## src/rtl/core/tle_pkg.sv

```systemverilog
package tle_pkg;

    localparam int MAX_WIDTH_DEF = 1024;
    localparam int MAX_HEIGHT    = 1024;

    localparam int GRAY_W      = 8;
    localparam int EDGE_W      = 8;
    localparam int COL_OUT_W   = 10;
    localparam int ROW_OUT_W   = 10;
    localparam int THRESHOLD_W = 8;
    localparam int WIDTH_W     = 11;
    localparam int HEIGHT_W    = 11;

    localparam int CFG_AW = 4;
    localparam int CFG_DW = 32;

    localparam logic [THRESHOLD_W-1:0] THRESHOLD_RST = 8'd88;
    localparam logic [WIDTH_W-1:0]     WIDTH_RST     = 11'd950;
    localparam logic [HEIGHT_W-1:0]    HEIGHT_RST    = 11'd950;

    localparam logic [EDGE_W-1:0] WHITE_LEVEL = 8'd255;
    localparam logic [EDGE_W-1:0] BLACK_LEVEL = 8'd0;

    localparam logic OP_PIXEL = 1'b0;
    localparam logic OP_FLUSH = 1'b1;

    // line store word: one bit of the row above, one of the centre row
    localparam int LINE_W     = 2;
    localparam int UPPER_BIT  = 1;
    localparam int CENTRE_BIT = 0;

    typedef enum logic [1:0] {
        REG_THRESHOLD,
        REG_IMAGE_WIDTH,
        REG_IMAGE_HEIGHT
    } cfg_index_t;

    typedef struct packed {
        logic [THRESHOLD_W-1:0] threshold;
        logic [WIDTH_W-1:0]     image_width;
        logic [HEIGHT_W-1:0]    image_height;
    } tle_cfg_t;

endpackage

```

## src/rtl/core/tle_pixel_if.sv

```systemverilog
interface tle_pixel_if import tle_pkg::*; ();

    logic              valid;
    logic              ready;
    logic              opcode;
    logic [GRAY_W-1:0] gray_value;

    modport source (output valid, output opcode, output gray_value, input ready);
    modport sink (input valid, input opcode, input gray_value, output ready);

endinterface

```

## src/rtl/core/tle_result_if.sv

```systemverilog
interface tle_result_if import tle_pkg::*; ();

    logic                 valid;
    logic                 ready;
    logic [EDGE_W-1:0]    edge_value;
    logic [COL_OUT_W-1:0] pixel_col;
    logic [ROW_OUT_W-1:0] pixel_row;
    logic                 frame_end;

    modport source (
        output valid, output edge_value, output pixel_col, output pixel_row,
        output frame_end, input ready
    );
    modport sink (
        input valid, input edge_value, input pixel_col, input pixel_row,
        input frame_end, output ready
    );

endinterface

```

## src/rtl/core/threshold_laplacian_edge_unit.sv

```systemverilog
// a request is held in the stage register, then its result in the output register
// one request per cycle unless stalled, set by the two-port line store read and its write-back
// results trail the input by one row; flush requests drain the final row
// reset: asynchronous, active low; config returns to threshold 88 and 950 x 950
// after reset the line store is cleared one entry a cycle, all MAX_WIDTH entries, with input held off
module threshold_laplacian_edge_unit
    import tle_pkg::*;
#(
    parameter int MAX_WIDTH = MAX_WIDTH_DEF
)(
    input  logic              clk,
    input  logic              rst_n,
    tle_pixel_if.sink         pixel,
    tle_result_if.source      result,
    input  logic              psel,
    input  logic              penable,
    input  logic              pwrite,
    input  logic [CFG_AW-1:0] paddr,
    input  logic [CFG_DW-1:0] pwdata,
    output logic [CFG_DW-1:0] prdata,
    output logic              pready
);

    localparam int CW = $clog2(MAX_WIDTH);
    localparam int EW = (CW + 1 > WIDTH_W) ? CW + 1 : WIDTH_W;

    typedef struct packed {
        logic [CW-1:0]        col;
        logic [ROW_OUT_W-1:0] row;
        logic                 emit;
        logic                 flushing;
        logic                 newbit;
        logic                 has_up;
        logic                 has_left;
        logic                 has_right;
        logic                 frame_end;
        logic                 hit_a;
        logic                 hit_b;
    } stage_t;

    tle_cfg_t cfg;

    tle_cfg_regs u_cfg_regs (
        .clk     (clk),
        .rst_n   (rst_n),
        .psel    (psel),
        .penable (penable),
        .pwrite  (pwrite),
        .paddr   (paddr),
        .pwdata  (pwdata),
        .prdata  (prdata),
        .pready  (pready),
        .cfg     (cfg)
    );

    logic [CW-1:0]       col_reg, col_next;
    logic [HEIGHT_W-1:0] row_reg, row_next;
    logic                clearing_reg;
    logic [CW-1:0]       clr_cnt_reg;
    logic                stage_valid_reg, stage_valid_next;
    stage_t              stage_reg, stage_next;
    logic [LINE_W-1:0]   wr_last_reg;
    logic                left_reg;
    logic                res_valid_reg;

    logic [EW-1:0]       eff_w;
    logic [HEIGHT_W-1:0] eff_h;
    logic                out_of_frame;
    logic [CW-1:0]       cur_col;
    logic [HEIGHT_W-1:0] cur_row;
    logic [EW-1:0]       col_plus;
    logic                flushing;
    logic                skip;
    logic                accept;
    logic                proc;
    logic                newbit;
    logic                last_col;
    logic [CW-1:0]       rd_a_addr, rd_b_addr;
    logic [LINE_W-1:0]   rd_a_data, rd_b_data;

    logic                ctr, up, right, all_white;
    logic [EDGE_W-1:0]   edge_val;
    logic                stage_go, stage_adv;
    logic                ram_we;
    logic [CW-1:0]       ram_waddr;
    logic [LINE_W-1:0]   ram_wdata;

    // frame geometry
    always_comb
    begin
        eff_w = EW'(cfg.image_width);
        if (cfg.image_width == '0)
        begin
            eff_w = EW'(1);
        end
        else if (eff_w > EW'(MAX_WIDTH))
        begin
            eff_w = EW'(MAX_WIDTH);
        end
        eff_h = cfg.image_height;
        if (cfg.image_height == '0)
        begin
            eff_h = HEIGHT_W'(1);
        end
        else if (cfg.image_height > HEIGHT_W'(MAX_HEIGHT))
        begin
            eff_h = HEIGHT_W'(MAX_HEIGHT);
        end
    end

    // front: position of the incoming request and line store read
    assign out_of_frame = (row_reg > eff_h) || (EW'(col_reg) >= eff_w);
    assign cur_col      = out_of_frame ? '0 : col_reg;
    assign cur_row      = out_of_frame ? '0 : row_reg;
    assign flushing     = (cur_row == eff_h);
    assign skip         = !flushing && (pixel.opcode == OP_FLUSH);
    assign col_plus     = EW'(cur_col) + EW'(1);
    assign last_col     = (col_plus >= eff_w);
    assign newbit       = !flushing && (pixel.gray_value > cfg.threshold);

    assign stage_go   = !stage_reg.emit || !res_valid_reg || result.ready;
    assign stage_adv  = stage_valid_reg && stage_go;
    assign pixel.ready = !clearing_reg && (!stage_valid_reg || stage_go);
    assign accept     = pixel.valid && pixel.ready;
    assign proc       = accept && !skip;

    assign rd_a_addr = cur_col;
    assign rd_b_addr = (cur_col == CW'(MAX_WIDTH - 1)) ? '0 : cur_col + CW'(1);

    always_comb
    begin
        col_next = col_reg;
        row_next = row_reg;
        if (accept)
        begin
            col_next = cur_col;
            row_next = cur_row;
            if (!skip)
            begin
                if (last_col)
                begin
                    col_next = '0;
                    row_next = flushing ? '0 : cur_row + HEIGHT_W'(1);
                end
                else
                begin
                    col_next = cur_col + CW'(1);
                end
            end
        end
    end

    always_comb
    begin
        stage_valid_next = stage_valid_reg;
        stage_next       = stage_reg;
        if (stage_adv)
        begin
            stage_valid_next = 1'b0;
        end
        if (proc)
        begin
            stage_valid_next     = 1'b1;
            stage_next.col       = cur_col;
            stage_next.row       = ROW_OUT_W'(cur_row - HEIGHT_W'(1));
            stage_next.emit      = (cur_row != '0);
            stage_next.flushing  = flushing;
            stage_next.newbit    = newbit;
            stage_next.has_up    = (cur_row > HEIGHT_W'(1));
            stage_next.has_left  = (cur_col != '0);
            stage_next.has_right = !last_col;
            stage_next.frame_end = flushing && last_col;
            // write-back of the request ahead lands on the same edge as this read
            stage_next.hit_a     = stage_adv && (stage_reg.col == rd_a_addr);
            stage_next.hit_b     = stage_adv && (stage_reg.col == rd_b_addr);
        end
    end

    // back: neighborhood, result and write-back
    assign ctr   = stage_reg.hit_a ? wr_last_reg[CENTRE_BIT] : rd_a_data[CENTRE_BIT];
    assign up    = stage_reg.hit_a ? wr_last_reg[UPPER_BIT]  : rd_a_data[UPPER_BIT];
    assign right = stage_reg.hit_b ? wr_last_reg[CENTRE_BIT] : rd_b_data[CENTRE_BIT];

    assign all_white = (stage_reg.has_up && up) && (stage_reg.has_left && left_reg)
                     && (stage_reg.has_right && right)
                     && (!stage_reg.flushing && stage_reg.newbit);
    assign edge_val  = (ctr && !all_white) ? WHITE_LEVEL : BLACK_LEVEL;

    always_comb
    begin
        if (clearing_reg)
        begin
            ram_we    = 1'b1;
            ram_waddr = clr_cnt_reg;
            ram_wdata = '0;
        end
        else
        begin
            ram_we    = stage_adv;
            ram_waddr = stage_reg.col;
            ram_wdata = {ctr, stage_reg.newbit};
        end
    end

    tle_ram #(
        .WIDTH (LINE_W),
        .DEPTH (MAX_WIDTH)
    ) u_line_ram (
        .clk     (clk),
        .we      (ram_we),
        .waddr   (ram_waddr),
        .wdata   (ram_wdata),
        .re      (proc),
        .raddr_a (rd_a_addr),
        .raddr_b (rd_b_addr),
        .rdata_a (rd_a_data),
        .rdata_b (rd_b_data)
    );

    always_ff @(posedge clk or negedge rst_n)
    begin
        if (!rst_n)
        begin
            col_reg         <= '0;
            row_reg         <= '0;
            clearing_reg    <= 1'b1;
            clr_cnt_reg     <= '0;
            stage_valid_reg <= 1'b0;
            res_valid_reg   <= 1'b0;
        end
        else
        begin
            col_reg         <= col_next;
            row_reg         <= row_next;
            stage_valid_reg <= stage_valid_next;
            if (clearing_reg)
            begin
                clr_cnt_reg <= clr_cnt_reg + CW'(1);
                if (clr_cnt_reg == CW'(MAX_WIDTH - 1))
                begin
                    clearing_reg <= 1'b0;
                end
            end
            if (stage_adv && stage_reg.emit)
            begin
                res_valid_reg <= 1'b1;
            end
            else if (result.ready)
            begin
                res_valid_reg <= 1'b0;
            end
        end
    end

    always_ff @(posedge clk)
    begin
        stage_reg <= stage_next;
        if (stage_adv)
        begin
            wr_last_reg <= {ctr, stage_reg.newbit};
            left_reg    <= ctr;
        end
        if (stage_adv && stage_reg.emit)
        begin
            result.edge_value <= edge_val;
            result.pixel_col  <= COL_OUT_W'(stage_reg.col);
            result.pixel_row  <= stage_reg.row;
            result.frame_end  <= stage_reg.frame_end;
        end
    end

    assign result.valid = res_valid_reg;

    a_no_accept_while_clearing: assert property (@(posedge clk) disable iff (!rst_n)
        clearing_reg |-> !pixel.ready)
        else $error("request taken during line store clear");

    a_forward_on_collision: assert property (@(posedge clk) disable iff (!rst_n)
        (proc && stage_adv && (stage_reg.col == rd_a_addr)) |=> stage_reg.hit_a)
        else $error("same-entry write-back not forwarded");

    a_stalled_stage_kept: assert property (@(posedge clk) disable iff (!rst_n)
        (stage_valid_reg && !stage_go) |=> (stage_valid_reg && $stable(stage_reg)))
        else $error("stalled stage lost its request");

    a_binary_edge: assert property (@(posedge clk) disable iff (!rst_n)
        result.valid |-> (result.edge_value == WHITE_LEVEL || result.edge_value == BLACK_LEVEL))
        else $error("edge value not black or white");

endmodule

```

## src/rtl/core/tle_ram.sv

```systemverilog
module tle_ram #(
    parameter int WIDTH = 2,
    parameter int DEPTH = 1024,
    localparam int AW = $clog2(DEPTH)
)(
    input  logic             clk,
    input  logic             we,
    input  logic [AW-1:0]    waddr,
    input  logic [WIDTH-1:0] wdata,
    input  logic             re,
    input  logic [AW-1:0]    raddr_a,
    input  logic [AW-1:0]    raddr_b,
    output logic [WIDTH-1:0] rdata_a,
    output logic [WIDTH-1:0] rdata_b
);

    logic [WIDTH-1:0] mem [DEPTH];

    always_ff @(posedge clk)
    begin
        if (we)
        begin
            mem[waddr] <= wdata;
        end
        if (re)
        begin
            rdata_a <= mem[raddr_a];
            rdata_b <= mem[raddr_b];
        end
    end

endmodule

```

## src/rtl/core/tle_cfg_regs.sv

```systemverilog
module tle_cfg_regs
    import tle_pkg::*;
(
    input  logic              clk,
    input  logic              rst_n,
    input  logic              psel,
    input  logic              penable,
    input  logic              pwrite,
    input  logic [CFG_AW-1:0] paddr,
    input  logic [CFG_DW-1:0] pwdata,
    output logic [CFG_DW-1:0] prdata,
    output logic              pready,
    output tle_cfg_t          cfg
);

    tle_cfg_t   cfg_reg;
    cfg_index_t index;
    logic       wr_en;

    assign pready = 1'b1;
    assign index  = cfg_index_t'(paddr[CFG_AW-1:2]);
    assign wr_en  = psel && penable && pwrite;
    assign cfg    = cfg_reg;

    always_ff @(posedge clk or negedge rst_n)
    begin
        if (!rst_n)
        begin
            cfg_reg.threshold    <= THRESHOLD_RST;
            cfg_reg.image_width  <= WIDTH_RST;
            cfg_reg.image_height <= HEIGHT_RST;
        end
        else if (wr_en)
        begin
            unique case (index)
                REG_THRESHOLD:    cfg_reg.threshold    <= pwdata[THRESHOLD_W-1:0];
                REG_IMAGE_WIDTH:  cfg_reg.image_width  <= pwdata[WIDTH_W-1:0];
                REG_IMAGE_HEIGHT: cfg_reg.image_height <= pwdata[HEIGHT_W-1:0];
                default:          ;
            endcase
        end
    end

    always_comb
    begin
        unique case (index)
            REG_THRESHOLD:    prdata = CFG_DW'(cfg_reg.threshold);
            REG_IMAGE_WIDTH:  prdata = CFG_DW'(cfg_reg.image_width);
            REG_IMAGE_HEIGHT: prdata = CFG_DW'(cfg_reg.image_height);
            default:          prdata = '0;
        endcase
    end

endmodule
```

## src/flat_wrapper.sv

```systemverilog
// flat-port wrapper written by rule: the top's interface ports become plain ports
module threshold_laplacian_edge_unit_flat import tle_pkg::*;
#(
    parameter int MAX_WIDTH = MAX_WIDTH_DEF
)
  (clk, rst_n, psel, penable, pwrite, paddr, pwdata, prdata, pready, pixel_valid, pixel_opcode, pixel_gray_value, pixel_ready, result_valid, result_edge_value, result_pixel_col, result_pixel_row, result_frame_end, result_ready);
  tle_pixel_if pixel_i ();
  tle_result_if result_i ();
  input  logic clk;
  input  logic rst_n;
  input  logic psel;
  input  logic penable;
  input  logic pwrite;
  input  logic [CFG_AW-1:0] paddr;
  input  logic [CFG_DW-1:0] pwdata;
  output logic [CFG_DW-1:0] prdata;
  output logic pready;
  input wire logic [$bits(pixel_i.valid)-1:0] pixel_valid;
  input wire logic [$bits(pixel_i.opcode)-1:0] pixel_opcode;
  input wire logic [$bits(pixel_i.gray_value)-1:0] pixel_gray_value;
  output wire logic [$bits(pixel_i.ready)-1:0] pixel_ready;
  output wire logic [$bits(result_i.valid)-1:0] result_valid;
  output wire logic [$bits(result_i.edge_value)-1:0] result_edge_value;
  output wire logic [$bits(result_i.pixel_col)-1:0] result_pixel_col;
  output wire logic [$bits(result_i.pixel_row)-1:0] result_pixel_row;
  output wire logic [$bits(result_i.frame_end)-1:0] result_frame_end;
  input wire logic [$bits(result_i.ready)-1:0] result_ready;
  assign pixel_i.valid = pixel_valid;
  assign pixel_i.opcode = pixel_opcode;
  assign pixel_i.gray_value = pixel_gray_value;
  assign pixel_ready = pixel_i.ready;
  assign result_valid = result_i.valid;
  assign result_edge_value = result_i.edge_value;
  assign result_pixel_col = result_i.pixel_col;
  assign result_pixel_row = result_i.pixel_row;
  assign result_frame_end = result_i.frame_end;
  assign result_i.ready = result_ready;
  threshold_laplacian_edge_unit #(.MAX_WIDTH(MAX_WIDTH)) u_core (.clk(clk), .rst_n(rst_n), .pixel(pixel_i), .result(result_i), .psel(psel), .penable(penable), .pwrite(pwrite), .paddr(paddr), .pwdata(pwdata), .prdata(prdata), .pready(pready));
endmodule
```

## config.mk

```make
export PLATFORM = sky130hd
export DESIGN_NAME = threshold_laplacian_edge_unit_flat
export DESIGN_NICKNAME = d
export VERILOG_FILES = /design/src/rtl/core/tle_pkg.sv /design/src/rtl/core/tle_pixel_if.sv /design/src/rtl/core/tle_result_if.sv /design/src/rtl/core/threshold_laplacian_edge_unit.sv /design/src/rtl/core/tle_ram.sv /design/src/rtl/core/tle_cfg_regs.sv /design/src/flat_wrapper.sv
export SDC_FILE = /design/constraint.sdc
export NUM_CORES = 2
export LEC_CHECK = 0
export ABC_AREA = 0
export BUFFER_PORTS_ARGS = -buffer_cell sky130_fd_sc_hd__buf_2
export CAP_MARGIN = 25
export CORE_ASPECT_RATIO = 1.1
export CORE_UTILIZATION = 30
export DETAILED_ROUTE_END_ITERATION = 16
export MAX_ROUTING_LAYER = met4
export PLACE_DENSITY_LB_ADDON = 0.08
export SLEW_MARGIN = 25
export SYNTH_ARGS = -nofsm -noshare
export SYNTH_HDL_FRONTEND = slang
export SYNTH_SLANG_ARGS = --single-unit
```

## constraint.sdc

```tcl
create_clock -name clk -period 43.1 [get_ports clk]
set_input_delay 4.31 -clock clk [delete_from_list [all_inputs] [get_ports clk]]
set_output_delay 4.31 -clock clk [all_outputs]
set_load 0.02 [all_outputs]
```

==> Word-level counts from Yosys, hierarchy flattened <==
Memory sizes are Yosys's and may differ from the RTL's. A register that Yosys moved wholly into a read port is not among the register bits.
Index checks and enable logic that the tools add are counted.
Widths: inputs -> output; s select.
{ "word_totals": {"ramBits": 2048, "out_inout_bits": 64, "reg_bits": 125, "input_bits": 52, "wordCells": 117, "mem_count": 1} }
{ "memory_table": {"columns": ["memory", "words", "word_bits", "rd", "rd_ports_with_merged_regs", "wr", "line_no", "source"], "rows": [
  ["u_core.u_line_ram.mem", 1024, 2, 2, 2, 1, "tle_ram.sv:17", "logic [WIDTH-1:0] mem [DEPTH];"]
]} }
{ "classes": {"reduce_logical": 43, "eq_ne": 7, "n_lt_le_gt_ge": 7, "mux": 28, "n_addsub": 5} }
{ "ops": {"columns": ["operator", "count"], "rows": [
  ["$mux 11", 8],
  ["$mux 10", 5],
  ["$pmux 11 s3", 1],
  ["$gt 11x11->1 const B", 2],
  ["$logic_not 11->1", 2],
  ["$add 10x1->10 const B", 2],
  ["$eq 10x10->1", 2],
  ["$eq 10x10->1 const B", 2],
  ["$logic_and 1x1->1", 20],
  ["$mux 1", 12],
  ["$add 10x1->11 const B", 1],
  ["$add 11x1->11 const B", 1],
  ["$eq 11x11->1", 1],
  ["$ge 10x11->1", 1],
  ["$ge 11x11->1", 1],
  ["$gt 11x1->1 const B", 1],
  ["$gt 11x11->1", 1],
  ["$reduce_bool 11->1", 1],
  ["$reduce_bool 10->1", 1],
  ["$sub 10x1->10 const B", 1],
  ["$logic_not 1->1", 9],
  ["$gt 8x8->1", 1],
  ["$mux 8", 1],
  ["$reduce_and 2->1", 3],
  ["other kinds (6)", 10]
]} }

==> Longest topological paths before layout <==
{ "depth": {"ltp_word": 12, "ltp_mapped": 38, "depth_no_buf": 28} }

==> Modules after synthesis <==
Synthesis repeated with hierarchy kept, for this count alone.
{ "unflattened": {"hier_cells": 6979, "area_unflattened_um2": 108406.5} }
{ "modules_own_cells": {"columns": ["mod", "cells_per_inst", "area_each_um2", "instances", "seq_area_each_um2"], "rows": [
  ["tle_ram", 6209, 100784.2, 1, 61619.1],
  ["threshold_laplacian_edge_unit", 648, 6040.8, 1, 2443.6],
  ["tle_cfg_regs", 122, 1581.5, 1, 772.0]
]} }

==> Worst setup path after synthesis <==
No wires, ideal clock.
{ "synth_path": {"kind": "flip-flop to flip-flop", "start": "register u_core.clearing_reg", "end": "memory u_core.u_line_ram.mem[0][0] (data pin)", "period_less_slack_ns": 31.079, "t_required_ns": 37.879, "setup_slack_ns": 12.021, "path_stages_with_launch": 6, "setup_time_ns": 5.221, "n_path_buf": 4, "arrival_ns": 25.857, "cell_sequence": "dfstp_2 -> clkbuf_1 -> clkbuf_1 -> clkbuf_1 -> clkbuf_1 -> nor2b_1"} }
{ "synth_between": {"elab_chain_len": 1} }
{ "synth_rtl": {"columns": ["element", "line_no", "source"], "rows": [
  ["from (decl)", "threshold_laplacian_edge_unit.sv:58", "logic clearing_reg;"],
  ["from (signal assigned)", "threshold_laplacian_edge_unit.sv:226", "clearing_reg <= 1'b1;"],
  ["from (signal assigned)", "threshold_laplacian_edge_unit.sv:241", "clearing_reg <= 1'b0;"],
  ["$mux 2", "threshold_laplacian_edge_unit.sv:191", "if (clearing_reg)"],
  ["named net u_core.ram_wdata[0]", "threshold_laplacian_edge_unit.sv:86", "logic [LINE_W-1:0] ram_wdata;"],
  ["to (decl)", "tle_ram.sv:17", null]
]} }
The timed path passes the listed nets, and every way through them passes these cells.

==> Final worst setup path <==
{ "layout_path": {"start": "register u_core.u_cfg_regs.cfg_reg (netlist bit u_core.u_cfg_regs.cfg[3])", "end": "register u_core.u_line_ram.rdata_b[0], read port of u_core.u_line_ram.mem (data pin)"} }
{ "layout_between": {"elab_chain_len": 11, "elab_cells_between_ends": 16, "cone_classes": "add/sub: 1; order compare: 2; eq/ne: 2; mux: 5; reduce/logical: 6"} }
{ "layout_rtl": {"columns": ["element", "line_no", "source"], "rows": [
  ["from (decl)", "tle_cfg_regs.sv:16", "tle_cfg_t cfg_reg;"],
  ["$gt 11x11->1", "threshold_laplacian_edge_unit.sv:105", "else if (cfg.image_height > HEIGHT_W'(MAX_HEIGHT))"],
  ["$mux 11", "threshold_laplacian_edge_unit.sv:105", null],
  ["$mux 11 *", "threshold_laplacian_edge_unit.sv:101", "if (cfg.image_height == '0)"],
  ["parallel branches: the longest is 8 deep, another holds $gt 11x11->1", null, null],
  ["to (decl)", "tle_ram.sv:14", "output logic [WIDTH-1:0] rdata_b"]
]} }
Mark *: on every way between the ends.
A chain may end at the register's enable or synchronous reset.

==> flow_metrics.tcl <==
set metrics [dict create \
    cpMaxStageDelayCell "nor4_2" \
    hold-path-cell-count 0 \
    p_sw_mw 4.64 \
    busiest_layer "met2" \
    setup_viol 0 \
    syn_area_um2 102000 \
    final-hold-violation-count 0 \
    nets 8366 \
    start_kind "flip-flop" \
    fmax_mhz 94.6 \
    arrival_ps 11150 \
    drc 0 \
    whs_ps 417 \
    gr-usage-met1_pct 39.0 \
    drv_slew 0 \
    dieArea_um2 341000 \
    clk_latency_ps 970 \
    run_status "finished, final reports clean" \
    antenna_found_initial 59 \
    synth_edf_count 2104 \
    p_per_area_nw_per_um2 81.6 \
    drt_wl_total_mm 509 \
    relSlewSlack_pct 16.6 \
    syn_to_final_growth_pct 13.5 \
    placed_cells 12500 \
    intPower_mw 4.77 \
    num_vias 78500 \
    hold_buffers 0 \
    critical_path_buf_inv_count 6 \
    required_ps 43670 \
    syn_inst 8408 \
    clk_pin_slew_ps 60 \
    ir_worst_vdd_v 0.0000851 \
    final_cell_count_no_fill 13000 \
    start_util_pct 30.2 \
    synth.distinct_cells 92 \
    drt-initial-drc-count 10500 \
    path_delay_family "simple AND/OR/NAND/NOR gates" \
    clock_sinks 2168 \
    numCtsBuffers 243 \
    num-fill-cells 33100 \
    fin_crit_sh_pct 24.5 \
    grt_max_degree 216 \
    comb_power_share_pct 51.2 \
    drv_cap 0 \
    pwr-share-clk_pct 22.0 \
    placed_area_um2 108000 \
    final_cell_mix "edfxtp_1 (2104), nor2_1 (1177), nand2_1 (880)" \
    place_ws_ps 32780 \
    worstMarginPinSlew_ps 1250 \
    yosysTopAreaCell "edfxtp_1" \
    async_flop_share_pct 2.95 \
    finalInstanceArea_um2 115000 \
    ioPinCount 116 \
    ant_nets 0 \
    hp-class "flip-flop to flip-flop" \
    finalCriticalPeriod_ps 10580 \
    synth_flop_cell "edfxtp_1" \
    ff2ff_path_depth 25 \
    critPathMaxFanout 44 \
    p_leak_nw 36.8 \
    first_global_vias 76200 \
    synth_top_cells_by_area "edfxtp_1 (62%), nor2_1 (4.4%), mux2i_1 (4.2%)" \
    layout_setup_ws_ps 32520 \
    rows 223 \
    gp_congestion 0.891 \
    final_core_util_pct 34.3 \
    max_stage_delay_ps 810 \
    seqPwrFrac_pct 26.8 \
    use_met2_pct 46.2 \
    cts_tree "yes" \
    ys_ff_latch 2168 \
    cp-end-kind "flip-flop" \
    grt_first_pass_wirelength_mm 681 \
    rsz0062_at_grt "false" \
    largest_reg_flops 2048 \
    firstDrtPassIters 8 \
    crit_top_cell "buf_4" \
    wl_per_cell_um 39.2 \
    swShare_pct 49.3 \
    cp.depth 25 \
    die_w_um 557 \
    postCtsSetupBuffers 0 \
    die_h_um 612 \
    place_hpwl_mm 298 \
    ys_warn_count 0 \
    cts-resized-gates 0 \
    cts_max_path_buffers 4 \
    htree_levels 4 \
    use_met3_pct 5.05 \
    crit_type "flip-flop to flip-flop" \
    skew_ps 43.2 \
    ys_seq_area_share_pct 63.8 \
    post_drt_via_cell_ratio 6.04 \
    core-area_um2 336000 \
    cts-root-buf "clkbuf_16" \
    grt.total_usage_pct 30.1 \
    final_common_cell "edfxtp_1" \
    port_buffers 70 \
    drive_gt1_share_pct 12.8 \
    tns_ps 0 \
    avgSynthCellArea_um2 12.1 \
    synth_top_area_share_pct 62.2 \
    p_total_mw 9.41 \
    grt.overflow.total 0 \
]
## cell type report
class	count	area, um2	share of cell area [%]
Antenna cell	25	62.6	0.0542
Clock buffer	294	6330	5.49
Clock inverter	151	1250	1.08
Inverter	54	236	0.205
Multi-Input combinational cell	5416	34000	29.5
Sequential cell	2168	64800	56.2
Tap cell	4500	5630	4.88
Timing Repair Buffer	384	3010	2.60
## power groups by stage
stage	combinational (mW)	sequential [mW]	clock, mW
after global placement	4.72	2.56	0
final	4.82	2.52	2.07
after CTS	4.71	2.52	2.09
after floorplan	2.27	2.74	0
after detailed placement	4.69	2.57	0
after global routing	4.88	2.52	2.16
## per-layer routing
metal / up-vias / part of all wire, %
met3: 896 / 8.3
met1: 41300 / 41
met5: - / 0
met4: 0 / 5.2
met2: 4430 / 45
li1: 31900 / -
## kinds of logic (layout without fill, tap and decap cells)
logic type                 after synthesis  count (layout)  synth area share (%)
AOI/OAI and AO/OA                     1862            1862                  12.7
and+or+nand+nor                       2824            2824                  11.8
adders and majority gates               47              47                 0.579
other                                    2              47               0.00739
muxes                                  617             617                  7.20
xor gates and xnor gates                44              44                 0.379
buffers and inverters                  844             883                  3.52
DFF                                   2168            2168                  63.8
## path summary, 6_finish.rpt
path                                                from                      endpoint  slack, ps
worst max-delay path            u_core.u_cfg_regs.cfg[3]  u_core.u_line_ram.rdata_b[0]      32520
worst min-delay path                u_core.stage_reg[17]    u_core.result.pixel_row[8]        420
worst max register to register  u_core.u_cfg_regs.cfg[3]  u_core.u_line_ram.rdata_b[0]      32520
worst min register to register      u_core.stage_reg[17]    u_core.result.pixel_row[8]        420
max in group asynchronous                          rst_n             u_core.col_reg[2]      38870
min in group asynchronous                          rst_n             u_core.row_reg[3]       3580
## cells in the mapped netlist, drive strengths merged (15+ instances only)
library cell,count
buf,321
o22ai,188
a211o,22
and3,98
nor2,1194
o21ai,272
nand3,299
a32oi,15
nand2b,16
nand2,914
a221oi,52
o2111ai,29
inv,52
o31ai,21
or3,30
o22a,30
a22oi,15
a2111oi,26
nor4,35
a21oi,359
mux2,110
dfstp,18
clkbuf,469
o211ai,77
mux2i,427
nand4,42
o221ai,176
dfrtp,46
nor2b,44
o32ai,18
mux4,80
edfxtp,2104
o21a,15
xnor2,34
a22o,19
nor3,95
a221o,31
o221a,17
a311oi,41
a211oi,151
a31oi,155
ha,47
(Power assumes the default switching activity.)
